<file path="config.mk">
export PLATFORM = sky130hd
export DESIGN_NAME = keyframe_track_evaluator
export DESIGN_NICKNAME = d
export VERILOG_FILES = /design/src/sv/kte_pkg.sv /design/src/sv/kte_ram.sv /design/src/sv/kte_divider.sv /design/src/sv/keyframe_track_evaluator.sv
export SDC_FILE = /design/constraint.sdc
export NUM_CORES = 2
export LEC_CHECK = 0
export BUFFER_PORTS_ARGS = -buffer_cell sky130_fd_sc_hd__buf_4
export CAP_MARGIN = 20
export CORE_UTILIZATION = 45
export DETAILED_ROUTE_END_ITERATION = 10
export MAX_ROUTING_LAYER = met4
export PLACE_DENSITY = 0.6
export SKIP_LAST_GASP = 1
export SLEW_MARGIN = 0
export SYNTH_ARGS = -nofsm -noshare
export SYNTH_HDL_FRONTEND = slang
export SYNTH_HIERARCHICAL = 1
export SYNTH_SLANG_ARGS = --single-unit
export TNS_END_PERCENT = 10
</file>
<file path="constraint.sdc">
create_clock -name clk -period 8.8 [get_ports clk]
set_clock_uncertainty 0.05 [all_clocks]
set_input_delay 2.2 -clock clk [delete_from_list [all_inputs] [get_ports clk]]
set_output_delay 2.2 -clock clk [all_outputs]
set_load 0.01 [all_outputs]
</file>
<file path="src/sv/kte_pkg.sv">
`timescale 1ns / 1ps
package kte_pkg;
  localparam int MaxKeys = 16;
  localparam int IdxW = $clog2(MaxKeys);
  localparam int CntW = $clog2(MaxKeys + 1);
  localparam int KeyW = 64;

  typedef enum logic {
    OP_ADD  = 1'b0,
    OP_EVAL = 1'b1
  } op_t;

  typedef enum logic [1:0] {
    ST_OK    = 2'd0,
    ST_FULL  = 2'd1,
    ST_EMPTY = 2'd2
  } status_t;

  typedef enum logic [1:0] {
    EASE_LIN   = 2'd0,
    EASE_IN    = 2'd1,
    EASE_OUT   = 2'd2,
    EASE_INOUT = 2'd3
  } ease_t;

  typedef enum logic [1:0] {
    REG_EASE   = 2'd0,
    REG_LOOP   = 2'd1,
    REG_PERIOD = 2'd2
  } reg_idx_t;
endpackage

</file>
<file path="src/sv/kte_ram.sv">
`timescale 1ns / 1ps
module kte_ram #(
  parameter int Width = 64,
  parameter int Depth = 16
) (
  input  logic                     clk,
  input  logic                     we,
  input  logic [$clog2(Depth)-1:0] waddr,
  input  logic [Width-1:0]         wdata,
  input  logic [$clog2(Depth)-1:0] raddr,
  output logic [Width-1:0]         rdata
);
  logic [Width-1:0] mem [Depth];

  always_ff @(posedge clk) begin
    if (we) begin
      mem[waddr] <= wdata;
    end
    rdata <= mem[raddr];
  end
endmodule

</file>
<file path="src/sv/kte_divider.sv">
`timescale 1ns / 1ps
// Restoring divider, one quotient bit per cycle, 48-bit dividend by 32-bit divisor.
module kte_divider import kte_pkg::*; (
  input  logic        clk,
  input  logic        rst_n,
  input  logic        start,
  input  logic [47:0] dividend,
  input  logic [31:0] divisor,
  output logic        done,
  output logic [47:0] quotient,
  output logic [31:0] remainder
);
  logic [47:0] q_r, q_nxt;
  logic [31:0] rem_r, rem_nxt;
  logic [31:0] dvs_r, dvs_nxt;
  logic [5:0]  cnt_r, cnt_nxt;
  logic        busy_r, busy_nxt;
  logic        done_r, done_nxt;
  logic [32:0] trial;

  always_comb begin
    q_nxt    = q_r;
    rem_nxt  = rem_r;
    dvs_nxt  = dvs_r;
    cnt_nxt  = cnt_r;
    busy_nxt = busy_r;
    done_nxt = 1'b0;
    trial    = {rem_r, q_r[47]};
    if (start) begin
      q_nxt    = dividend;
      rem_nxt  = '0;
      dvs_nxt  = divisor;
      cnt_nxt  = 6'd48;
      busy_nxt = 1'b1;
    end else if (busy_r) begin
      if (trial >= {1'b0, dvs_r}) begin
        rem_nxt = 32'(trial - {1'b0, dvs_r});
        q_nxt   = {q_r[46:0], 1'b1};
      end else begin
        rem_nxt = trial[31:0];
        q_nxt   = {q_r[46:0], 1'b0};
      end
      cnt_nxt = cnt_r - 6'd1;
      if (cnt_r == 6'd1) begin
        busy_nxt = 1'b0;
        done_nxt = 1'b1;
      end
    end
  end

  always_ff @(posedge clk) begin
    if (!rst_n) begin
      busy_r <= 1'b0;
      done_r <= 1'b0;
      cnt_r  <= '0;
    end else begin
      busy_r <= busy_nxt;
      done_r <= done_nxt;
      cnt_r  <= cnt_nxt;
    end
    q_r   <= q_nxt;
    rem_r <= rem_nxt;
    dvs_r <= dvs_nxt;
  end

  assign done      = done_r;
  assign quotient  = q_r;
  assign remainder = rem_r;
endmodule

</file>
<file path="src/sv/keyframe_track_evaluator.sv">
`timescale 1ns / 1ps
// Keyframe track evaluator.
// Input words arrive on the in_ stream: in_tuser carries the operation (0 adds a
// keyframe, 1 evaluates), in_tdata carries time_in in bits 31:0 and key_value_in
// in bits 63:32. Every input word yields exactly one output word on the out_
// stream, with value_out in out_tdata and the status code in out_tuser.
// Keyframes live in one synchronous RAM of time/value pairs kept sorted by time.
// An add walks down from the top of the table and moves each later entry up by
// one, reading each entry and then writing it one place higher; an add to a full
// table goes straight to output. An evaluate reads the entries in turn up to the
// segment holding the time; a hit on a segment of nonzero length runs a division
// and then easing, blending and output, while a zero-length hit, a time outside
// every segment, one keyframe and an empty table go straight to output. Looping
// first reduces the time modulo the period with a division. One word is in work
// at a time and the next is taken the cycle after the result reaches the output
// register. Configuration words are always taken but must only be sent while the
// block is idle. Reset empties the table and clears the registers. When the
// receiver stalls, the output register holds its word and a new result waits.
module keyframe_track_evaluator import kte_pkg::*; (
  input  logic        clk,
  input  logic        rst_n,
  input  logic        in_tvalid,
  output logic        in_tready,
  input  logic [63:0] in_tdata,   // time_in [31:0], key_value_in [63:32]
  input  logic        in_tuser,   // operation
  output logic        out_tvalid,
  input  logic        out_tready,
  output logic [31:0] out_tdata,  // value_out [31:0]
  output logic [1:0]  out_tuser,  // status [1:0]
  input  logic        cfg_valid,
  output logic        cfg_ready,
  input  logic [1:0]  cfg_index,
  input  logic [31:0] cfg_data
);
  typedef enum logic [3:0] {
    S_IDLE, S_WRAP, S_ARD, S_ACHK, S_AWR, S_ERD, S_ECHK, S_EDIV,
    S_EASE, S_SHAPE, S_MUL, S_BLEND, S_OUT
  } state_t;

  state_t          state_r;
  ease_t           ease_r;
  logic            loop_r;
  logic [31:0]     period_r;
  logic [CntW-1:0] count_r;
  logic [31:0]     t_r, v_r;
  logic [CntW-1:0] idx_r;
  logic [31:0]     v0_r, t1_r, v1_r;
  logic [16:0]     f_r, e_r;
  logic [33:0]     sq_r;
  logic [31:0]     prod_r;
  logic [31:0]     res_r;
  status_t         st_r;
  logic [31:0]     out_data_r;
  status_t         out_st_r;
  logic            ovalid_r;

  // RAM port
  logic            we;
  logic [IdxW-1:0] waddr, raddr;
  logic [KeyW-1:0] wdata, rdata;

  // divider
  logic        div_start, div_done;
  logic [47:0] div_a, div_q;
  logic [31:0] div_b, div_rem;

  logic [31:0]        rd_t, rd_v;
  logic [IdxW-1:0]    idx_m1;
  logic [CntW-1:0]    last_idx;
  logic               seg_hit;
  logic               wrap_go;
  logic               in_fire;
  logic               out_free;
  logic [16:0]        g;
  logic [16:0]        sq_src;
  logic [33:0]        sq_full;
  logic [33:0]        sq_rnd16, sq_rnd15;
  logic [16:0]        e_nxt;
  logic signed [32:0] diff;
  logic signed [50:0] prod;

  kte_ram #(.Width(KeyW), .Depth(MaxKeys)) u_ram (
    .clk(clk), .we(we), .waddr(waddr), .wdata(wdata), .raddr(raddr), .rdata(rdata)
  );

  kte_divider u_div (
    .clk(clk), .rst_n(rst_n), .start(div_start), .dividend(div_a), .divisor(div_b),
    .done(div_done), .quotient(div_q), .remainder(div_rem)
  );

  assign cfg_ready  = 1'b1;
  assign in_tready  = (state_r == S_IDLE);
  assign out_tvalid = ovalid_r;
  assign out_tdata  = out_data_r;
  assign out_tuser  = out_st_r;

  assign rd_t = rdata[31:0];
  assign rd_v = rdata[63:32];

  assign idx_m1   = IdxW'(idx_r - CntW'(1));
  assign last_idx = count_r - CntW'(1);
  assign in_fire  = in_tvalid && in_tready;
  // The output register can take a new word when it is empty or being emptied.
  assign out_free = !ovalid_r || out_tready;
  // Wrapping only applies once the table holds a real segment.
  assign wrap_go  = loop_r && (period_r != '0) && (count_r > CntW'(1));
  // The previous entry is the start of the segment, the one just read its end.
  assign seg_hit  = (t_r >= t1_r) && (t_r <= rd_t);

  // Easing: a registered square, then rounding and reflection.
  assign g       = 17'd65536 - f_r;
  assign sq_full = sq_src * sq_src;
  always_comb begin
    unique case (ease_r)
      EASE_LIN:   sq_src = f_r;
      EASE_IN:    sq_src = f_r;
      EASE_OUT:   sq_src = g;
      EASE_INOUT: sq_src = f_r[16:15] == 2'b00 ? f_r : g;
    endcase
  end

  assign sq_rnd16 = sq_r + 34'd32768;
  assign sq_rnd15 = sq_r + 34'd16384;
  always_comb begin
    unique case (ease_r)
      EASE_LIN:   e_nxt = f_r;
      EASE_IN:    e_nxt = sq_rnd16[32:16];
      EASE_OUT:   e_nxt = 17'd65536 - sq_rnd16[32:16];
      EASE_INOUT: e_nxt = f_r[16:15] == 2'b00 ? sq_rnd15[31:15]
                                              : 17'd65536 - sq_rnd15[31:15];
    endcase
  end

  // Blend product with the rounding bias; the arithmetic shift floors it, and
  // only the low 32 bits of the shifted product matter for the final sum.
  assign diff = $signed({v1_r[31], v1_r}) - $signed({v0_r[31], v0_r});
  assign prod = diff * $signed({1'b0, e_r}) + 51'sd32768;

  always_comb begin
    we        = 1'b0;
    waddr     = idx_r[IdxW-1:0];
    wdata     = {v_r, t_r};
    raddr     = idx_r[IdxW-1:0];
    div_start = 1'b0;
    div_a     = {16'd0, in_tdata[31:0]};
    div_b     = period_r;
    unique case (state_r)
      S_IDLE: div_start = in_fire && (in_tuser == OP_EVAL) && (count_r != '0) && wrap_go;
      S_ARD:  raddr = idx_m1;
      S_ACHK: begin
        // A later entry moves up by one.
        we    = (rd_t > t_r);
        wdata = rdata;
      end
      S_AWR:  we = 1'b1;
      S_ECHK: begin
        div_a     = {t_r - t1_r, 16'd0};
        div_b     = rd_t - t1_r;
        div_start = (idx_r != '0) && seg_hit && (rd_t != t1_r);
      end
      default: ;
    endcase
  end

  always_ff @(posedge clk) begin
    if (!rst_n) begin
      state_r  <= S_IDLE;
      ovalid_r <= 1'b0;
      count_r  <= '0;
      ease_r   <= EASE_LIN;
      loop_r   <= 1'b0;
      period_r <= '0;
    end else begin
      if (cfg_valid && cfg_ready) begin
        unique case (reg_idx_t'(cfg_index))
          REG_EASE:   ease_r   <= ease_t'(cfg_data[1:0]);
          REG_LOOP:   loop_r   <= cfg_data[0];
          REG_PERIOD: period_r <= cfg_data;
          default: ;
        endcase
      end

      if (state_r == S_OUT && out_free) ovalid_r <= 1'b1;
      else if (out_tready) ovalid_r <= 1'b0;

      unique case (state_r)
        S_IDLE: begin
          if (in_fire) begin
            t_r   <= in_tdata[31:0];
            v_r   <= in_tdata[63:32];
            res_r <= '0;
            if (in_tuser == OP_ADD) begin
              idx_r <= count_r;
              if (count_r == CntW'(MaxKeys)) begin
                st_r    <= ST_FULL;
                state_r <= S_OUT;
              end else begin
                st_r    <= ST_OK;
                state_r <= (count_r == '0) ? S_AWR : S_ARD;
              end
            end else begin
              idx_r <= '0;
              if (count_r == '0) begin
                st_r    <= ST_EMPTY;
                state_r <= S_OUT;
              end else begin
                st_r    <= ST_OK;
                state_r <= wrap_go ? S_WRAP : S_ERD;
              end
            end
          end
        end
        S_WRAP: begin
          if (div_done) begin
            t_r     <= div_rem;
            state_r <= S_ERD;
          end
        end
        S_ARD: state_r <= S_ACHK;
        S_ACHK: begin
          // Entries with a later time move up; an equal time stays below.
          if (rd_t > t_r) begin
            idx_r   <= idx_r - CntW'(1);
            state_r <= (idx_r == CntW'(1)) ? S_AWR : S_ARD;
          end else begin
            state_r <= S_AWR;
          end
        end
        S_AWR: begin
          count_r <= count_r + CntW'(1);
          state_r <= S_OUT;
        end
        S_ERD: state_r <= S_ECHK;
        S_ECHK: begin
          t1_r <= rd_t;
          v1_r <= rd_v;
          v0_r <= v1_r;
          if (idx_r == '0) begin
            if (count_r == CntW'(1)) begin
              res_r   <= rd_v;
              state_r <= S_OUT;
            end else begin
              idx_r   <= idx_r + CntW'(1);
              state_r <= S_ERD;
            end
          end else if (seg_hit) begin
            // A zero-length segment gives its later value.
            if (rd_t == t1_r) begin
              res_r   <= rd_v;
              state_r <= S_OUT;
            end else begin
              state_r <= S_EDIV;
            end
          end else if (idx_r == last_idx) begin
            // Outside every segment: the last keyframe's value.
            res_r   <= rd_v;
            state_r <= S_OUT;
          end else begin
            idx_r   <= idx_r + CntW'(1);
            state_r <= S_ERD;
          end
        end
        S_EDIV: begin
          if (div_done) begin
            f_r     <= div_q[16:0];
            state_r <= S_EASE;
          end
        end
        S_EASE: begin
          sq_r    <= sq_full;
          state_r <= S_SHAPE;
        end
        S_SHAPE: begin
          e_r     <= e_nxt;
          state_r <= S_MUL;
        end
        S_MUL: begin
          prod_r  <= prod[47:16];
          state_r <= S_BLEND;
        end
        S_BLEND: begin
          res_r   <= v0_r + prod_r;
          state_r <= S_OUT;
        end
        S_OUT: begin
          if (out_free) begin
            out_data_r <= res_r;
            out_st_r   <= st_r;
            state_r    <= S_IDLE;
          end
        end
        default: state_r <= S_IDLE;
      endcase
    end
  end
endmodule

</file>
== Word-level counts from Yosys, hierarchy flattened ==
Memories as Yosys holds them, arrays and structs flattened. A register that Yosys moved wholly into a read port is not among the register bits.
Index checks and enable logic that the tools add are counted.

* Register bits: 497
* Memory bits (writable): 1024
* Output and inout port bits: 37
* Word-level logic and storage cells: 194
* Memories kept: 1

{| class="wikitable"
|+ Memory list
! name !! words !! width !! read ports !! clocked after Yosys merged registers in !! write ports !! line !! source
|-
| u_ram.mem || 16 || 64 || 1 || 1 || 1 || kte_ram.sv:13 || <nowiki>logic [Width-1:0] mem [Depth];</nowiki>
|}

* Add/subtract/negate cells: 16
* Multiply operators: 2
* $lt $le $gt $ge: 5
* Equality and inequality tests: 35
* Muxes and demuxes: 62
* Bitwise logic cells: 2
* Reduce and logical (&&, ||, !) cells: 44

{| class="wikitable"
|+ Operator list
! kind !! count
|-
| $mux 32 || 10
|-
| $mux 48 || 3
|-
| $pmux 32 s3 || 1
|-
| $sub 32x32->32 || 3
|-
| $pmux 17 s4 || 1
|-
| $mux 64 || 1
|-
| $pmux 32 s2 || 1
|-
| $mux 4 || 13
|-
| $pmux 17 s3 || 1
|-
| $sub 17x17->17 const A || 3
|-
| $add 48x17->48 const B || 1
|-
| $mul 33x18->48 || 1
|-
| $pmux 4 s12 || 1
|-
| $mux 5 || 7
|-
| $mux 17 || 2
|-
| $add 33x16->33 const B || 1
|-
| $ge 33x32->1 || 1
|-
| $mul 17x17->33 || 1
|-
| $sub 32x32->33 || 1
|-
| $add 32x15->32 const B || 1
|-
| $add 32x32->32 || 1
|-
| $eq 32x32->1 || 1
|-
| $ge 32x32->1 || 1
|-
| $gt 32x32->1 || 1
|-
| other kinds (44) || 108
|}

== Depth between registers and ports, before layout ==
* Word-level depth: 8
* Depth in mapped cells: 37

== Modules after synthesis ==
Netlist, hierarchy kept.

{| class="wikitable"
|+ By module, submodules not included
! module !! instances !! cells each !! area each (µm²) !! seq. area each (µm²)
|-
| keyframe_track_evaluator || 1 || 5325 || 49632.6 || 10450.0
|-
| kte_ram || 1 || 1647 || 39581.7 || 32030.7
|-
| kte_divider || 1 || 595 || 6645.1 || 3203.1
|}

== Worst setup path after synthesis ==
Ideal clock, no wire load.

* Kind: reg-to-reg
* From: register v0_r[8]
* To: register prod_r[31], data pin
* Arrival time: 8320 ps
* Setup slack: 162 ps
* Cell stages (with the launch flop): 32
* Path buffers: 1
* Period minus slack after synthesis: 8638 ps
* Cells stage by stage: edfxtp_1 -> inv_1 -> ha_1 -> a211oi_1 -> nor2_1 -> or4_1 -> o221a_2 -> o21a_1 -> nor2_1 -> o21bai_1 -> a21oi_1 -> xnor2_1 -> clkbuf_1 -> nand2_1 -> fa_1 -> fa_1 -> inv_1 -> fa_1 -> fa_1 -> fa_1 -> inv_1 -> fa_1 -> inv_1 -> ha_1 -> nand4_1 -> or3_1 -> o31ai_1 -> a31oi_1 -> nand2_1 -> a21oi_1 -> o41ai_1 -> xnor3_1

* Cells in the longest elaborated chain, start to end: 3

{| class="wikitable"
|+ Ends and longest elaborated chain
! item !! line !! source
|-
| start: declaration || keyframe_track_evaluator.sv:47 || <nowiki>logic [31:0] v0_r, t1_r, v1_r;</nowiki>
|-
| start signal: assignment || keyframe_track_evaluator.sv:237 || <nowiki>v0_r <= v1_r;</nowiki>
|-
| $sub 32x32->33 || keyframe_track_evaluator.sv:136 || <nowiki>assign diff = $signed({v1_r[31], v1_r}) - $signed({v0_r[31], v0_r});</nowiki>
|-
| $mul 33x18->48 || keyframe_track_evaluator.sv:137 || <nowiki>assign prod = diff * $signed({1'b0, e_r}) + 51'sd32768;</nowiki>
|-
| $add 48x17->48 || keyframe_track_evaluator.sv:137 ||
|-
| named net prod[47] || keyframe_track_evaluator.sv:80 || <nowiki>logic signed [50:0] prod;</nowiki>
|-
| end signal: assignment || keyframe_track_evaluator.sv:278 || <nowiki>prod_r <= prod[47:16];</nowiki>
|-
| end: declaration || keyframe_track_evaluator.sv:50 || <nowiki>logic [31:0] prod_r;</nowiki>
|}

The timed path passes the listed nets, and every way through them passes these cells.
A chain may end at the register's enable or synchronous reset.

== Worst setup path in the final report ==
* From: register v1_r[1]
* To: register prod_r[19], data pin

* Cells in the longest elaborated chain, start to end: 3

{| class="wikitable"
|+ Ends and longest elaborated chain
! item !! line !! source
|-
| start: declaration || keyframe_track_evaluator.sv:47 ||
|-
| start signal: assignment || keyframe_track_evaluator.sv:236 || <nowiki>v1_r <= rd_v;</nowiki>
|-
| $sub 32x32->33 || keyframe_track_evaluator.sv:136 ||
|-
| $mul 33x18->48 || keyframe_track_evaluator.sv:137 ||
|-
| $add 48x17->48 || keyframe_track_evaluator.sv:137 ||
|-
| named net prod[35] || keyframe_track_evaluator.sv:80 ||
|}

The timed path passes the listed nets, and every way through them passes these cells.

==> flow_summary.toml <==
[grt]
overflow = 0
grt_max_degree = 145
antenna_found_initial = 5
grt_pass1_vias = 62699
grt_pass1_wl_um = 386000
track_usage_pct = 24.4

[power]
p_clk_share_pct = 18.7
p_seq_share_pct = 26.7
power.internal_mw = 23.6
ir_worst_vdd_mv = 0.703
p_sw_mw = 16.0
swShare_pct = 40.4
design_power_total_mw = 39.6
leakagePower_nw = 43.0
p_per_area_nw_per_um2 = 367
p_comb_share_pct = 54.7

[clock_network]
cts-root-buf = "clkbuf_16"
cts_buffer_depth = 3
cts.sinks = 1571
cts_htree_levels = 4
postCtsHoldBufs = 0
clock_latency_ns = 0.87
clk_pin_slew_ns = 0.06
cts_buffers = 167
cts_tree = "built"

[setup_path]
crit_fanout = 4
crit_arrival_ns = 9.08
slowest_delay_ns = 0.55
timing.critical_path.mode_cell = "fa_1"
worst_setup_path_end_kind = "flip-flop"
slowest_stage = "fa_1"
path_class = "flip-flop to flip-flop"
startpoint_type = "flip-flop"
crit_required_ns = 9.30

[logic_synthesis]
synth_area_um2 = 95900
syn_nets = 8828
yosysSeqAreaShare_pct = 47.7
async_flop_share_pct = 0
yosys.area.top_type_share_pct = 44.5
synth_largest_area_cell = "edfxtp_1"
synth_warnings = 6
syn_inst = 7567
synth_area_leaders = "edfxtp_1 45%, fa_1 15%, mux4_2 6.3%"
ys_seq_elements = 1571
synthTopCellsByCount = "1422 x edfxtp_1, 1056 x inv_1, 779 x nand2_1"
yosysMostFrequentCell = "edfxtp_1"
synth_edf_count = 1422
synth.distinct_cells = 100
syn_area_per_cell_um2 = 12.7
synthFlopType = "edfxtp_1"

[detailed_routing]
totalWireLength_um = 252000
drt_iter0_drc = 4587
num_vias = 59684
drc = 0
routedWlPerCell_um = 23.3
drtPass1Iterations = 6
ant_nets = 0
vias_per_cell = 5.51

[floorplanning]
dieArea_um2 = 215000
ios = 141
rows = 169
initial_core_util_pct = 45.2
die_h_um = 464
die_w_um = 464
core_area_um2 = 212000

[cells_and_area]
fin_nets = 9128
drive_gt1_share_pct = 14.7
area_growth_pct = 12.6
final_cells = 10836

[placed_design]
post-place-cells = 10500
io_buffers = 139
gp_congestion = 0.910
dp_hpwl_um = 173000

[sta]
rsz0062_at_grt = "true"
setup_viol = 0
period_needed_ns = 8.58
hold_viol = 0
finalMaxSlewViolations = 0
slew_headroom_pct = 24.5
fmax_mhz = 117
finalCritPeriodShare_pct = 97.5
worst_pin_slew_ns = 1.13

[job]
cap_violations = 0

[run_status]
status = "complete, no violations"

[min_path]
worstHoldPathType = "flip-flop to flip-flop"
flip-flops by register name, summed over array words and instances (netlist names), 17 cells and up:
| signal | cells |
|---|---|
| out_tdata | 32 |
| v1_r | 32 |
| v0_r | 32 |
| sq_r | 19 |
| u_ram/rdata | 64 |
| u_div/quotient | 48 |
| e_r | 17 |
| f_r | 17 |
| t1_r | 32 |
| period_r | 32 |
| u_div/remainder | 32 |
| res_r | 32 |
| v_r | 32 |
| t_r | 32 |
| u_ram/mem | 1024 |
| u_div/dvs_r | 32 |
| prod_r | 32 |
final cells by class:
class / count / area [um^2]
fillers: 18294 / 104000
flip-flops and latches: 1571 / 45700
multi-input cells: 4638 / 45400
clock buffers: 230 / 4670
inverters: 1066 / 4000
well taps: 2821 / 3530
repair buffers: 423 / 3370
clock inverters: 84 / 1210
diodes: 3 / 7.51
worst paths after layout:
check | startpoint | to | slack (ns) | cells after the start
worst max-delay path | v1_r[1] | prod_r[19] | 0.22 | 34
worst min-delay path | res_r[2] | out_tdata[2] | 0.33 | 0
worst max register to register | v1_r[1] | prod_r[19] | 0.22 | 34
worst min register to register | res_r[2] | out_tdata[2] | 0.33 | 0
kinds of logic (layout without fill, tap and decap cells):
logic type | count (synthesis) | after routing | synth area share [%]
other | 1 | 4 | 0.00391
AO/OA/AOI/OAI | 969 | 969 | 6.73
buffers and inverters | 1359 | 1803 | 5.52
AND/OR/NAND/NOR | 1846 | 1847 | 9.22
flip-flops | 1571 | 1571 | 47.7
XOR/XNOR | 284 | 284 | 2.63
multiplexers | 380 | 380 | 7.58
adder cells (fa/ha/maj) | 1157 | 1157 | 20.7
what timing repair did:
action	in CTS	in global routing
buffers inserted	1	8
cloned	0	1
endpoints found under the setup margin	14	21
pin swaps	0	27
gates resized for setup	12	52
critical path, delay by kind of cell, from the launching register on:
family	cells	cell delay (ns)
xor gates and xnor gates	1	0.09
adders and majority gates	8	3.54
AOI/OAI and AO/OA	10	2.12
buffers and inverters	7	0.70
and+or+nand+nor	8	1.42
DFF	1	0.43
through the flow:
stage / TNS, ns / worst slack, ns / util, % / hold slack, ns / instance area (um^2)
6_report: 0 / 0.219 / 50.9 / 0.332 / 108000
5_1_grt: -0.877 / -0.177 / 50.9 / 0.326 / 108000
4_1_cts: -0.00801 / -0.00801 / 50.7 / 0.325 / 107000
3_5_place_dp: -1.45 / -0.311 / 47.9 / 0.356 / 101000
3_3_place_gp: -0.283 / -0.170 / 47.9 / 0.352 / 101000
2_1_floorplan: 0 / 0.162 / - / 0.350 / 95900
cell usage in the layout, fill, tap and decap left out, drive strengths merged, types with 30 or more instances in the layout:
cell and instances:
xor2 106, o21ai 212, xnor2 177, inv 1066, a211oi 47, a22oi 130, clkbuf 231, nand4 43
o31ai 30, mux2 85, nor2b 60, nor3 80, and3 39, edfxtp 1422, a21boi 46, nor2 300
o21a 35, ha 447, a21o 114, and2 331, dfxtp 149, nand3 55, a31oi 32, a21oi 184
buf 422, clkinv 62, fa 710, mux4 268, nand2b 46, nand2 780
per-layer routing:
metal | GRT usage, % | vias up | part of all wire [%]
li1 | - | 26837 | -
met1 | 32.7 | 30843 | 43
met2 | 40.3 | 1703 | 50
met3 | 2.67 | 301 | 5.3
met4 | 5.07 | 0 | 2.0
met5 | - | - | 0
power by group through the flow:
stage          clock [mW]  sequential (mW)  combinational (mW)
2_1_floorplan           0             10.3                13.9
3_3_place_gp            0             10.7                20.6
3_5_place_dp            0             10.7                20.7
4_1_cts              7.52             10.5                21.1
5_1_grt              7.78             10.6                24.1
6_report             7.39             10.5                21.6
(Power assumes the default switching activity.)
